[src/rtl/dcps_pkg.sv]
// Shared types and constants for the dual-channel PID speed controller.
// Used by every module under rtl/; depends on nothing.
package dcps_pkg;

  localparam int TARGET_W = 8;
  localparam int GAIN_W   = 16;
  localparam int SUM_W    = 32;
  localparam int DRIVE_W  = 8;
  localparam int CFG_IDX_W = 2;

  localparam int DRIVE_MAX = 100;
  localparam int DRIVE_MIN = -100;

  // register indexes of the configuration port
  localparam logic [CFG_IDX_W-1:0] REG_GAIN_P = 2'd0;
  localparam logic [CFG_IDX_W-1:0] REG_GAIN_I = 2'd1;
  localparam logic [CFG_IDX_W-1:0] REG_GAIN_D = 2'd2;

  // gain reset values, Q4.12 (0.3, 0.1, 0.05)
  localparam logic [GAIN_W-1:0] GAIN_P_RST = 16'd1229;
  localparam logic [GAIN_W-1:0] GAIN_I_RST = 16'd410;
  localparam logic [GAIN_W-1:0] GAIN_D_RST = 16'd205;

  typedef struct packed {
    logic [GAIN_W-1:0] p;
    logic [GAIN_W-1:0] i;
    logic [GAIN_W-1:0] d;
  } gains_t;

  // per-stage load enables shared by all lanes
  typedef struct packed {
    logic s1_en;
    logic s2_en;
    logic s3_en;
  } ctrl_t;

endpackage

[src/rtl/dcps_merge.sv]
// Output stage: collects the drive of every lane into one result register.
// Depends on dcps_pkg.
module dcps_merge import dcps_pkg::*; #(
  parameter int CHANNELS = 2
) (
  input  logic                                   clk_i,
  input  logic                                   rst_ni,
  input  logic                                   valid_i,
  output logic                                   ready_o,
  input  logic [CHANNELS-1:0][DRIVE_W-1:0]       drive_i,
  output logic                                   m_axis_tvalid_o,
  input  logic                                   m_axis_tready_i,
  output logic [CHANNELS*DRIVE_W-1:0]            m_axis_tdata_o
);

  logic                          valid_q;
  logic [CHANNELS*DRIVE_W-1:0]   data_q;

  assign ready_o = !valid_q || m_axis_tready_i;

  always_ff @(posedge clk_i or negedge rst_ni) begin
    if (!rst_ni) begin
      valid_q <= 1'b0;
    end else if (ready_o) begin
      valid_q <= valid_i;
    end
  end

  always_ff @(posedge clk_i) begin
    if (ready_o && valid_i) begin
      data_q <= drive_i;
    end
  end

  assign m_axis_tvalid_o = valid_q;
  assign m_axis_tdata_o  = data_q;

endmodule

[config.mk]
export PLATFORM = sky130hd
export DESIGN_NAME = dcps_merge
export DESIGN_NICKNAME = d
export VERILOG_FILES = /design/src/rtl/dcps_pkg.sv /design/src/rtl/dcps_merge.sv
export SDC_FILE = /design/constraint.sdc
export NUM_CORES = 1
export LEC_CHECK = 0
export BUFFER_PORTS_ARGS = -buffer_cell sky130_fd_sc_hd__buf_2
export CAP_MARGIN = 20
export CORE_MARGIN = 8
export CORE_UTILIZATION = 37
export DETAILED_ROUTE_END_ITERATION = 10
export PLACE_DENSITY = 0.76
export SLEW_MARGIN = 20
export SYNTH_ARGS = -nofsm -noshare
export SYNTH_HDL_FRONTEND = slang
export SYNTH_SLANG_ARGS = --single-unit
[constraint.sdc]
create_clock -name clk_i -period 1.4 [get_ports clk_i]
set_input_delay 0.14 -clock clk_i [delete_from_list [all_inputs] [get_ports clk_i]]
set_output_delay 0.14 -clock clk_i [all_outputs]
set_load 0.005 [all_outputs]
-- After elaboration in Yosys (flattened, before gate mapping)
Index checks and enable logic that the tools add are counted.
- bits in registers: 17
- output and inout port bits: 18
- word-level logic and storage cells: 5
- reductions and logical operators: 3
- operators by type and width (operator ; number):
    logical AND 1 bit ; 1
    logical NOT 1 bit ; 1
    logical OR 1 bit ; 1

-- Depth between registers and ports, before layout
- word-level depth: 3
- mapped depth: 2
- depth with buffers taken out: 2

-- Worst setup path before layout
No wires, ideal clock.
- path type: reg2reg
- start point: register valid_q, in the netlist m_axis_tvalid_o
- end point: register data_q[0], in the netlist m_axis_tdata_o[0] (enable)
- required time: 1087 ps
- data arrival time: 720 ps
- stages on the path, launching flop included: 3
- period minus slack after synthesis: 1033 ps
- path buffers: 0
- path slack: 367 ps
- path through: dfrtp_1 > nand2b_4 > and2_4
- word-level cells in the longest chain between the ends: 3
- RTL lines (element ; RTL line ; RTL):
    start, declared ; dcps_merge.sv:16 ; logic valid_q;
    start signal, assigned ; dcps_merge.sv:25 ; valid_q <= valid_i;
    logical NOT 1 bit ; dcps_merge.sv:19 ; assign ready_o = !valid_q || m_axis_tready_i;
    logical OR 1 bit ; dcps_merge.sv:19 ;
    named net ready_o ; dcps_merge.sv:9 ; output logic ready_o,
    logical AND 1 bit ; dcps_merge.sv:30 ; if (ready_o && valid_i) begin
    end signal, assigned ; dcps_merge.sv:31 ; data_q <= drive_i;
    end, declared ; dcps_merge.sv:17 ; logic [CHANNELS*DRIVE_W-1:0] data_q;
The timed path passes the listed nets, and every way through them passes these cells.
A chain may end at the register's enable or synchronous reset.

-- Worst setup path in the final report
- start point: register valid_q, in the netlist m_axis_tvalid_o
- end point: register data_q[13], in the netlist m_axis_tdata_o[13] (enable)
- word-level cells in the longest chain between the ends: 3
- RTL lines (element ; RTL line):
    logical NOT 1 bit ; dcps_merge.sv:19
    logical OR 1 bit ; dcps_merge.sv:19
    logical AND 1 bit ; dcps_merge.sv:30
Every way passes these cells.

==> impl_results.md <==
* Cts repair resizes at 0
* Yosys synthesis warning count at 0
* Setup Fix Bufs, Post-CTS at 0
* DRT iter0 DRCs at 2
* Worst EP required at roughly 1.4 ns
* First-pass GRT wire length at ~1700 µm
* Reg area at between 500 and 600 µm²
* Syn nets at 40
* Synth area leaders: edfxtp_1, dfrtp_1, nand2b_4
* R2R setup slack at 0.33 ns
* Worst skew pair latency at ~0.28 ns
* Critical path arrival at approximately 1.1 ns
* Buf/Inv on CP at 0
* Final WL at roughly 1200 µm
* Largest family of logic cells by synthesized area: simple AND/OR/NAND/NOR gates
* Cell family with most CP delay: flip-flops
* Syn Area/Cell at roughly 27 µm²
* Finish-stage setup viols at 0
* RSZ-0062 raised after global routing: false
* Fmax at 937 MHz
* Core area at ~0.0013 mm²
* Overall Power at between 900 and 1000 µW
* Least-Margin Pin Slew at about 0.21 ns
* #FFs+latches synth at 17
* Port bufs at 37
* Max-slew headroom at 0.860
* Hold Path Class: in -> reg
* Netlist cell types at 5
* Clock transition at path regs at around 0.09 ns
* Final Hold Viols at 0
* Final worst-path cycle share at 0.763
* Die span in x at between 50 and 60 µm
* Crit-path cells: nand2b_4, and2_4
* Via-to-Cell Ratio at between 4 and 5
* Max Root-Sink Buffers at 2
* CTS Buf Count at 3
* Xor/xnor share of the synthesized area at 0
* Clock tree from TritonCTS: yes
* Leakage at roughly 0.00034 µW
* Post-synthesis compound-gate area fraction at 0
* 1st-pass router iterations at 3
* Worst setup SP type: register
* Ratio of cells with drive above 1 in the final layout at 0.677
* Layout net count at between 80 and 90
* Root Driver: clkbuf_4
* CTS H-tree depth at 1
* Maximum VDD drop at between 0.0005 and 0.0006 V
* Standard-cell rows at 13
* Footprint of the multi-input gates at 28.8 µm²
* Status: finished, final reports clean
* CP Class: reg -> reg
* Syn-to-layout area delta at 45.0%
* Mux cell area share after synthesis at 0
* Via count at 349
* Post-Synth Adder-Cell Area at 0
* Fin Clk Skew at 0.00284 ns
* Minimum clock period at between 1 and 1.5 ns
* Clock sink count at 17
* DRC viols at 0
* Pin count of the biggest net entering global routing at 17
* Vias in the first global route at 366
* R2R depth at 2
* Worst Hold End: m_axis_tdata_o[2]
* Share of the synthesized area in the top cell type at 0.899
* Cell taking the most area after synthesis: edfxtp_1
* Max Slew Vio Count at 0
* Antenna Cells at 0
* Setup_tns at 0 ns
* Placed insts at ~70
* Syn Inst Count at 20
* Simple-Gate Fraction of Synth Area at 0.0539
* Critical Path End Type: register
* Final ANT Viol Nets at 0
* Reg-to-Reg End: m_axis_tdata_o[13]
* P per Cell Area at roughly 1200 mW/mm²
* Initial Util at 0.401
* Per-cell routed wire length at between 15 and 20 µm
* HP Start: drive_i[2]
* Crit-path max FO at 16
* Die Y at between 50 and 60 µm
* Post-route insts no fill at between 70 and 80
* Hold path depth at 1
* Part of the Yosys area used for sequential elements at 0.946
* Number of max-cap violations at 0
* # fillers at around 120
* Mapped Area at ~530 µm²
* GRT Total Usage at 0.0864
* Initial antenna violation count at 0
* Die area at just under 0.003 mm²
* Grt ovf at 0
* I/O pin count at 38
* Crit path largest cell delay at around 0.4 ns
* CP max-delay cell: dfrtp_1
* Gp weighted congestion at ~0.68
* Worst r2r src: m_axis_tvalid_o
-- kinds of logic after synthesis --
family,count (synthesis)
DFF,17
and+or+nand+nor,3
-- placed cells by master, fill, tap and decap left out --
cell type / synthesis / routed
and2_4: 1 / 1
buf_2: 0 / 37
clkbuf_1: 0 / 1
clkbuf_4: 0 / 3
dfrtp_1: 1 / 1
dlygate4sd3_1: 0 / 1
edfxtp_1: 16 / 16
nand2b_1: 1 / 1
nand2b_4: 1 / 1
-- registers in the layout, indices dropped and copies added (netlist names) --
name / count
m_axis_tdata_o: 16
m_axis_tvalid_o: 1
-- through the flow --
step	setup slack, ns	instance area (µm²)	hold WS, ns	utilization
3_5_place_dp	0.338	738	-0.0831	0.553
5_1_grt	0.288	774	0.00613	0.581
2_1_floorplan	0.367	534	-0.156	-
6_report	0.332	774	0.0246	0.581
3_3_place_gp	0.360	738	-0.0838	0.553
4_1_cts	0.327	774	0.0171	0.581
-- power by group --
group | total, µW | leakage (µW) | switching, µW | internal [µW]
clock network | 253 | 0.0000150 | 142 | 111
logic | 80.3 | 0.000165 | 36.2 | 44.1
registers | 596 | 0.000163 | 7.11 | 589
total | 929 | 0.000343 | 186 | 744
-- timing repair --
| item | 4_1_cts | 5_1_grt |
|---|---|---|
| setup endpoints to repair | 0 | 0 |
| hold endpoints to repair | 1 | 0 |
| hold buffers | 1 | 0 |
-- worst reg2reg max path, stage by stage, from the launching register on --
cell and delay, ns:
dfrtp_1 0.41, nand2b_4 0.08, and2_4 0.27
-- cells in the mapped netlist --
library cell and instances:
nand2b_4 1, dfrtp_1 1, nand2b_1 1, and2_4 1
edfxtp_1 16
-- how the worst max path moves through the flow --
stage	end	startpoint	cells after the start
floorplan	m_axis_tdata_o[0]	m_axis_tvalid_o	2
global placement	m_axis_tdata_o[1]	m_axis_tvalid_o	2
detailed placement	m_axis_tdata_o[14]	m_axis_tvalid_o	2
CTS	m_axis_tdata_o[14]	m_axis_tvalid_o	2
global route	m_axis_tdata_o[12]	m_axis_tvalid_o	2
finish	m_axis_tdata_o[13]	m_axis_tvalid_o	2
-- metal layers --
layer  share of wire  routed length [µm]  vias to the layer above  global-route usage
li1                -                   -                      160                   -
met2            0.42                 515                       31               0.129
met3            0.17                 213                        4              0.0523
met1            0.39                 486                      154              0.0828
met5               0                   0                        -                   0
met4           0.018                  22                        0              0.0738
-- layout make-up --
class | count | area share
Sequential cell | 17 | 0.653
Timing Repair Buffer | 38 | 0.252
Multi-Input combinational cell | 3 | 0.0372
Clock buffer | 4 | 0.0339
Tap cell | 15 | 0.0242
Power figures use the tool's default switching activity.
